--- src/hdl/tt_pkg.sv ---
package tt_pkg;

   localparam int TT_INDEX_BITS = 16;

   localparam int CSR_INDEX_W = 4;
   localparam int THRESH_W    = 15;

   localparam logic [CSR_INDEX_W-1:0] CSR_MATE = CSR_INDEX_W'(0);
   localparam logic [CSR_INDEX_W-1:0] CSR_WIN  = CSR_INDEX_W'(1);

   localparam logic [THRESH_W-1:0] MATE_RESET = THRESH_W'(9000);
   localparam logic [THRESH_W-1:0] WIN_RESET  = THRESH_W'(10000);

   localparam logic [2:0] KIND_PROBE = 3'd0;
   localparam logic [2:0] KIND_UPPER = 3'd1;
   localparam logic [2:0] KIND_LOWER = 3'd2;
   localparam logic [2:0] KIND_EXACT = 3'd3;
   localparam logic [2:0] KIND_SWEEP = 3'd4;

   localparam logic [1:0] BOUND_NONE  = 2'd0;
   localparam logic [1:0] BOUND_UPPER = 2'd1;
   localparam logic [1:0] BOUND_LOWER = 2'd2;
   localparam logic [1:0] BOUND_EXACT = 2'd3;

   localparam int FLAG_W   = 3;
   localparam int FLAG_CUR = 2;

   typedef struct packed {
      logic [2:0]         kind;
      logic [7:0]         search_depth;
      logic [7:0]         ply_from_root;
      logic signed [15:0] window_low;
      logic signed [15:0] window_high;
      logic signed [15:0] score_in;
      logic [15:0]        move_in;
      logic               side;
      logic [31:0]        position_key;
      logic [63:0]        position_lock;
   } item_type;

   typedef struct packed {
      logic [63:0]        lock;
      logic [7:0]         depth;
      logic [15:0]        move;
      logic signed [15:0] score;
      logic               score_ok;
   } entry_type;

   localparam int ENTRY_W = $bits(entry_type);

   typedef struct packed {
      logic               hit;
      logic               score_valid;
      logic signed [15:0] score_out;
      logic [15:0]        move_out;
      logic               stored;
   } result_type;

   typedef struct packed {
      result_type         res;
      logic               data_we;
      logic               flags_we;
      logic [FLAG_W-1:0]  flags;
      entry_type          wdata;
   } eval_type;

   typedef enum logic [2:0] {
      ST_CLEAR,
      ST_IDLE,
      ST_EXEC,
      ST_SWEEP,
      ST_SWEEP_END
   } state_type;

endpackage

--- src/hdl/tt_eval.sv ---
module tt_eval import tt_pkg::*; (
   input  item_type            item,
   input  entry_type           entry,
   input  logic [FLAG_W-1:0]   flags,
   input  logic [THRESH_W-1:0] mate_threshold,
   input  logic [THRESH_W-1:0] win_threshold,
   output eval_type            ev
);

   logic signed [17:0] s;
   logic signed [17:0] mate;
   logic signed [17:0] win;
   logic signed [17:0] ply;
   logic signed [17:0] lo;
   logic signed [17:0] hi;
   logic signed [17:0] adj;
   logic               probe_ok;
   logic               hit;
   logic               skip;
   logic               st_ok;
   logic signed [17:0] st_s;
   logic [1:0]         bound;

   always_comb begin
      s     = 18'(entry.score);
      mate  = {3'b000, mate_threshold};
      win   = {3'b000, win_threshold};
      ply   = {10'd0, item.ply_from_root};
      lo    = 18'(item.window_low);
      hi    = 18'(item.window_high);
      bound = flags[1:0];
      hit   = (entry.lock == item.position_lock) && (bound != BOUND_NONE);

      // probe: mate scores pass with ply correction, others need depth and bound test
      adj      = s;
      probe_ok = 1'b0;
      if (s > mate) begin
         adj      = s - ply;
         probe_ok = 1'b1;
      end else if (s < -mate) begin
         adj      = s + ply;
         probe_ok = 1'b1;
      end else if (entry.depth >= item.search_depth) begin
         case (bound)
            BOUND_UPPER: probe_ok = (s <= lo);
            BOUND_LOWER: probe_ok = (s >= hi);
            default:     probe_ok = 1'b1;
         endcase
      end

      // store: depth-preferred replacement, range checks, mate distance from node
      skip  = flags[FLAG_CUR] && (entry.depth > item.search_depth);
      st_s  = 18'(item.score_in);
      st_ok = 1'b1;
      case (item.kind)
         KIND_UPPER: begin
            if (st_s > mate || st_s < -win) begin
               st_ok = 1'b0;
            end else if (st_s < -mate) begin
               st_s = st_s - ply;
            end
         end
         KIND_LOWER: begin
            if (st_s > win || st_s < -mate) begin
               st_ok = 1'b0;
            end else if (st_s > mate) begin
               st_s = st_s + ply;
            end
         end
         default: begin
            if (st_s > win || st_s < -win) begin
               st_ok = 1'b0;
            end else if (st_s > mate) begin
               st_s = st_s + ply;
            end else if (st_s < -mate) begin
               st_s = st_s - ply;
            end
         end
      endcase
      if (st_s > 18'sd32767 || st_s < -18'sd32768) begin
         st_ok = 1'b0;
      end

      ev                = '0;
      ev.wdata.lock     = item.position_lock;
      ev.wdata.depth    = item.search_depth;
      ev.wdata.move     = item.move_in;
      ev.wdata.score    = st_ok ? st_s[15:0] : 16'sd0;
      ev.wdata.score_ok = st_ok;

      case (item.kind)
         KIND_PROBE: begin
            ev.res.hit         = hit;
            ev.res.move_out    = hit ? entry.move : 16'd0;
            ev.res.score_valid = hit && entry.score_ok && probe_ok;
            ev.res.score_out   = ev.res.score_valid ? adj[15:0] : 16'sd0;
            ev.flags_we        = hit;
            ev.flags           = {1'b1, bound};
         end
         KIND_UPPER, KIND_LOWER, KIND_EXACT: begin
            ev.res.stored = !skip;
            ev.data_we    = !skip;
            ev.flags_we   = !skip;
            ev.flags      = {1'b1, item.kind[1:0]};
         end
         default: begin
            ev.res = '0;
         end
      endcase
   end

endmodule

--- config.mk ---
export PLATFORM = sky130hd
export DESIGN_NAME = tt_eval
export DESIGN_NICKNAME = d
export VERILOG_FILES = /design/src/hdl/tt_pkg.sv /design/src/hdl/tt_eval.sv
export SDC_FILE = /design/constraint.sdc
export NUM_CORES = 1
export LEC_CHECK = 0
export ABC_AREA = 1
export BUFFER_PORTS_ARGS = -buffer_cell sky130_fd_sc_hd__buf_2
export CORE_AREA = 2 2 181 183
export DETAILED_ROUTE_END_ITERATION = 10
export DIE_AREA = 0 0 183 185
export PLACE_DENSITY = 0.66
export SYNTH_ARGS = -nofsm -noshare
export SYNTH_HDL_FRONTEND = slang
export SYNTH_SLANG_ARGS = --single-unit
--- constraint.sdc ---
create_clock -name vclk -period 5.5
set_input_delay 0.275 -clock vclk [all_inputs]
set_output_delay 0.275 -clock vclk [all_outputs]
set_load 0.1 [all_outputs]
==> metrics.txt, run 1 <==
Synth warnings=0; Die Ht=185 um; most used cell, CP=nand2_1; I/O Buffers=398; die area=roughly 0.034 mm2; crit path buf inv count=4; Synth Net Count=2,119; wire length per cell=17.5 um; Post-Route Utilization=0.348; DR iter-0 viols=around 730; vias in the first global route=10,800; Max VDD drop=0.0851 mV; first-pass GRT wire length=59,800 um; Avg Cell Area, Syn=5.76 um2; Total Wirelength=slightly above 40,000 um; minimum clock period=5.02 ns; unrepaired setup endpoints after global routing=no; post-synthesis instance total=between 1,500 and 2,000; total number of vias=11,600; slowest CP cell=buf_2; gpl congestion=1.03; Tcrit/Tclk final=0.913; critical path type=in -> out; Worst Hold Margin=0.550 ns; post-DP HPWL=between 30,000 and 40,000 um; CP top delay family=simple AND/OR/NAND/NOR gates; max_cap viols=0; global route total overflow=0; hold_buf cts=0; Worst-Margin Slew=0.826 ns; CP startpoint kind=input pin; Final Net Count=2,410; I/O Pins=463; Slew Viols, Final=0; core area=0.0320 mm2; Setup TNS Final=0 ns; Layout clock buffers=0; Final WS setup=0.477 ns; maximum clock frequency=199 MHz; Hold Path Cell Cnt=0; Crit path required time=around 5.2 ns; Vias/cell=4.97; row count=66; commonest non-fill, non-tap cell in the layout=buf_2; initial core utilization=0.293; initial antenna violation count=14; FF+latch count=0; critical path depth=28; Setup-failing EPs final=0; Reg area=0 um2; Area Overhead vs Synth=19.0%; Layout Cells excl Fill=2,331; die width=183 um; DR pass1 iterations=5; slew margin rel.=0.445; antenna viol nets, final=0; most frequent cells in the layout=buf_2, nand2_1, inv_1; Unique masters post-synth=45; Post-Syn Area=0.00939 mm2; placed cell count=2,325; leakage power=6.73 nW; largest net degree at the start of global routing=30; dpl ws=0.461 ns; CP Max Fanout=16; PD cells=between 100 and 150 mW/mm2; final hold vios=0; Crit path arrival time=4.75 ns; layout cells sized above 1=0.240; Total Routing Usage GR=0.228; HP Class=in -> out; Max stage delay on crit path=0.44 ns; status=complete, no violations; sequential-to-total area share from yosys stat=0; Post-route DRC=0; Worst setup EP type=output pin
[metrics by stage]
stage | power (mW) | area [um2]
after floorplan | 0.981 | 9390
after global placement | 1.23 | 11100
after detailed placement | 1.25 | 11100
after CTS | 1.25 | 11100
after global routing | 1.38 | 11200
final | 1.26 | 11200
[area by class of cell]
type / count / area [um2]
Antenna cell: 6 / 15.0
Fill cell: 3600 / 20900
Inverter: 281 / 1050
Multi-Input combinational cell: 1225 / 7490
Tap cell: 408 / 510
Timing Repair Buffer: 411 / 2090
[routing by layer]
| metal | GRT usage | wire length, um |
|---|---|---|
| met4 | 0.0598 | 1330 |
| met5 | 0 | 36 |
| met3 | 0.0263 | 2820 |
| met1 | 0.291 | 17500 |
| met2 | 0.405 | 19000 |
[timing repair]
| item | CTS | global route |
|---|---|---|
| endpoints found under the hold margin | 0 | 0 |
| endpoints found under the setup margin | 0 | 2 |
| setup buffers | 0 | 0 |
| gates resized for setup | 0 | 2 |
[worst paths after layout]
| path | endpoint | startpoint | slack (ns) |
|---|---|---|---|
| min | ev[25] | item[105] | 0.55 |
| max | ev[4] | win_threshold[1] | 0.48 |
[synth_stat cells (all sizes together) (5+ instances only)]
library cell,number,area share
nand2,363,0.15
xor2,68,0.063
nor4,10,0.0067
buf,104,0.083
a21oi,135,0.076
o22ai,19,0.013
a31oi,7,0.0047
a211oi,5,0.0040
o21ai,69,0.037
nand4,27,0.018
o21bai,6,0.0048
ha,169,0.23
nor3,27,0.014
nor2,147,0.063
a221oi,7,0.0065
o211ai,9,0.0072
xnor2,7,0.0065
clkbuf,18,0.0072
or2,5,0.0033
inv,281,0.11
nand3,119,0.066
[kinds of logic (layout without fill, tap and decap cells)]
group                    after synthesis  after routing  synth area share
adder cells (fa/ha/maj)              173            173             0.234
other                                  0              6                 0
AND/OR/NAND/NOR                      705            705             0.328
buffers and inverters                403            692             0.202
XOR/XNOR                              75             75            0.0700
AO/OA/AOI/OAI                        272            272             0.166
[where the power goes]
group	internal, mW	switching, mW
sequential	0	0
combinational	0.356	0.902
clock	0.000000146	0
Power figures use the tool's default switching activity.
==> inputs of run 2 (changes only) <==
==> config.mk (replaced) <==
export PLATFORM = sky130hd
export DESIGN_NAME = tt_eval
export DESIGN_NICKNAME = d
export VERILOG_FILES = /design/src/hdl/tt_pkg.sv /design/src/hdl/tt_eval.sv
export SDC_FILE = /design/constraint.sdc
export NUM_CORES = 1
export LEC_CHECK = 0
export BUFFER_PORTS_ARGS = -buffer_cell sky130_fd_sc_hd__buf_2
export CORE_AREA = 2 2 178 180
export DETAILED_ROUTE_END_ITERATION = 10
export DIE_AREA = 0 0 180 182
export PLACE_DENSITY = 0.65
export SYNTH_ARGS = -nofsm -noshare
export SYNTH_HDL_FRONTEND = slang
export SYNTH_SLANG_ARGS = --single-unit
==> run 2 against run 1 <==
Effect of this change: non-clock buffer count increased by 7; area after synthesis shrank 8.7%; final cell count shrank 18%; worst hold slack about the same; die area decreased by 3.2%; critical endpoint is now ev[10]; flip-flop and latch count stayed put; via count is 13% lower; critical path depth fell by 8; cell area shrank 4.3%; first-iteration DRC count is 19% lower; routed wire length is 12% lower; worst setup slack lost 0.065 ns.
==> metrics.txt, run 2 <==
status=complete, no violations; post-cts gate resize count=0 (unchanged); Crit path required time=5.22 ns (about the same); largest net degree at the start of global routing=22 (-27%); Layout clock buffers=0 (unchanged); slew margin rel.=0.429 (-0.0158); vias in the first global route=9,849 (-8.8%); fin area=0.0107 mm2 (-4.3%); Die Ht=182 um (-1.6%); antenna viol nets, final=0 (unchanged); CP startpoint kind=input pin; FF+latch count=0 (unchanged); Worst-Margin Slew=0.851 ns (+0.0243 ns); placed cell count=1,910 (-18%); Worst Hold Margin=0.550 ns (-0.0000110 ns); Layout Cells excl Fill=1,915 (-18%); minimum clock period=5.09 ns (+0.0647 ns); Post-Syn Area=0.00857 mm2 (-8.7%); global route total overflow=0 (unchanged); I/O Pins=463 (unchanged); Max VDD drop=0.163 mV (+92%); I/O Buffers=398 (unchanged); post-synthesis instance total=1,213 (-25%); number of filler cells placed in the layout=3,326 (-7.6%); Synth warnings=0 (unchanged); Yosys top cell area share=0.247 (+0.0216); core area=0.0310 mm2 (-3.3%); commonest cells in the netlist=ha_1, inv_1, buf_4; maximum clock frequency=197 MHz (-1.3%); initial antenna violation count=4 (-10); commonest non-fill, non-tap cell in the layout=buf_2; DR iter-0 viols=591 (-19%); HP Class=in -> out; Setup TNS Final=0 ns (unchanged); hold_buf cts=0 (unchanged); gpl congestion=0.887 (-14%); setup bufs post-CTS=0 (unchanged); Total Wirelength=35,700 um (-12%); Area Overhead vs Synth=24.7%; sequential-to-total area share from yosys stat=0 (unchanged); Post-route DRC=0 (unchanged); post-DP HPWL=30,900 um (-12%); leakage power=5.51 nW (-18%); Final Net Count=2,001 (-17%); DR pass1 iterations=5 (unchanged); Crit path arrival time=4.81 ns (+0.06 ns); dpl ws=0.266 ns (-0.195 ns); most frequent cells in the layout=buf_2, ha_1, inv_1; Setup-failing EPs final=0 (unchanged); layout cells sized above 1=0.305 (+0.0651); initial core utilization=0.276 (-0.0165); unrepaired setup endpoints after global routing=no; Slew Viols, Final=0 (unchanged); top-count cell post-synth=ha_1; Total Routing Usage GR=0.204 (-0.0235); die width=180 um (-1.6%); Final WS setup=0.413 ns (-0.0647 ns); Reg area=0 um2 (unchanged); CP Max Fanout=16 (unchanged); max_cap viols=0 (unchanged); Vias/cell=5.25 (+5.5%); placed inst area=0.0107 mm2 (-4.3%); critical path type=in -> out; total number of vias=10,100 (-13%); wire length per cell=18.7 um (+6.8%); PD cells=109 mW/mm2 (-3.0%); Avg Cell Area, Syn=7.06 um2 (+22%); Pwr Total=1.17 mW (-7.2%); Unique masters post-synth=82 (+82%); final hold vios=0 (unchanged); die area=0.0328 mm2 (-3.2%); post-synth top area cell=ha_1; Post-Route Utilization=0.345 (-0.00360); first-pass GRT wire length=53,700 um (-10%); Synth Net Count=1,704 (-20%); Tcrit/Tclk final=0.925 (+0.0118); Worst setup EP type=output pin; row count=65 (-1.5%); synth top area cells=ha_1, buf_4, xnor2_1
==> run 2: changes by cell type after synthesis, moves of 17 or more <==
cell      previous run  this run
o21ai_0             68        43
and2_1               0        23
nand3_1            114        32
a21oi_1            125        87
nand2_1            348        51
nand2b_1             0        17
a21o_1               0        27
nor2_1             141        84
xor2_1              68        30
inv_1              276       137
xnor2_1              7        63
==> run 2: path summary, 6_finish.rpt <==
check,endpoint,start,slack [ns],depth (start not counted)
setup / recovery,ev[10],win_threshold[5],0.41,20
hold / removal,ev[28],item[108],0.55,0
==> run 2: cell type report <==
class | count | area, um2 | area share
Inverter | 137 | 514 | 0.0481
Antenna cell | 5 | 12.5 | 0.00117
Tap cell | 402 | 503 | 0.0471
Timing Repair Buffer | 418 | 2340 | 0.219
Multi-Input combinational cell | 953 | 7320 | 0.685
==> run 2: worst max-delay path: stages <==
cell and delay [ns]:
buf_2 0.11, nor4_1 0.35, nand2_1 0.17, nor4_2 0.23, nand2_1 0.17, nor4_1 0.28, ha_1 0.29, and4_1 0.21
a21oi_1 0.14, o21ai_0 0.09, a41o_1 0.22, or3_1 0.40, and3_1 0.23, and4_4 0.20, o32a_4 0.37, o311a_4 0.40
nor2_4 0.13, buf_12 0.17, a31oi_2 0.07, clkbuf_4 0.30
==> run 2: report_power, final <==
part | leakage, nW | internal [mW] | switching [mW]
Clock | 0.0000317 | 0.000000122 | 0
Combinational | 5.51 | 0.378 | 0.790
Sequential | 0 | 0 | 0
Total | 5.51 | 0.378 | 0.790
==> run 2: cells by family (layout without fill, tap and decap cells) <==
| family | after synthesis | count (layout) | synth area share |
|---|---|---|---|
| AOI/OAI and AO/OA | 299 | 299 | 0.240 |
| xor gates and xnor gates | 94 | 94 | 0.0970 |
| adders and majority gates | 173 | 173 | 0.256 |
| buffers and inverters | 260 | 555 | 0.155 |
| muxes | 18 | 18 | 0.0215 |
| other | 0 | 5 | 0 |
| and+or+nand+nor | 369 | 369 | 0.230 |
==> run 2: per-layer routing <==
metal	GRT usage	vias to the layer above	share of wire
met2	0.402	409	0.53
met4	0.0637	0	0.032
met5	0	-	0
li1	-	4887	-
met3	0.0174	54	0.049
met1	0.230	4704	0.39
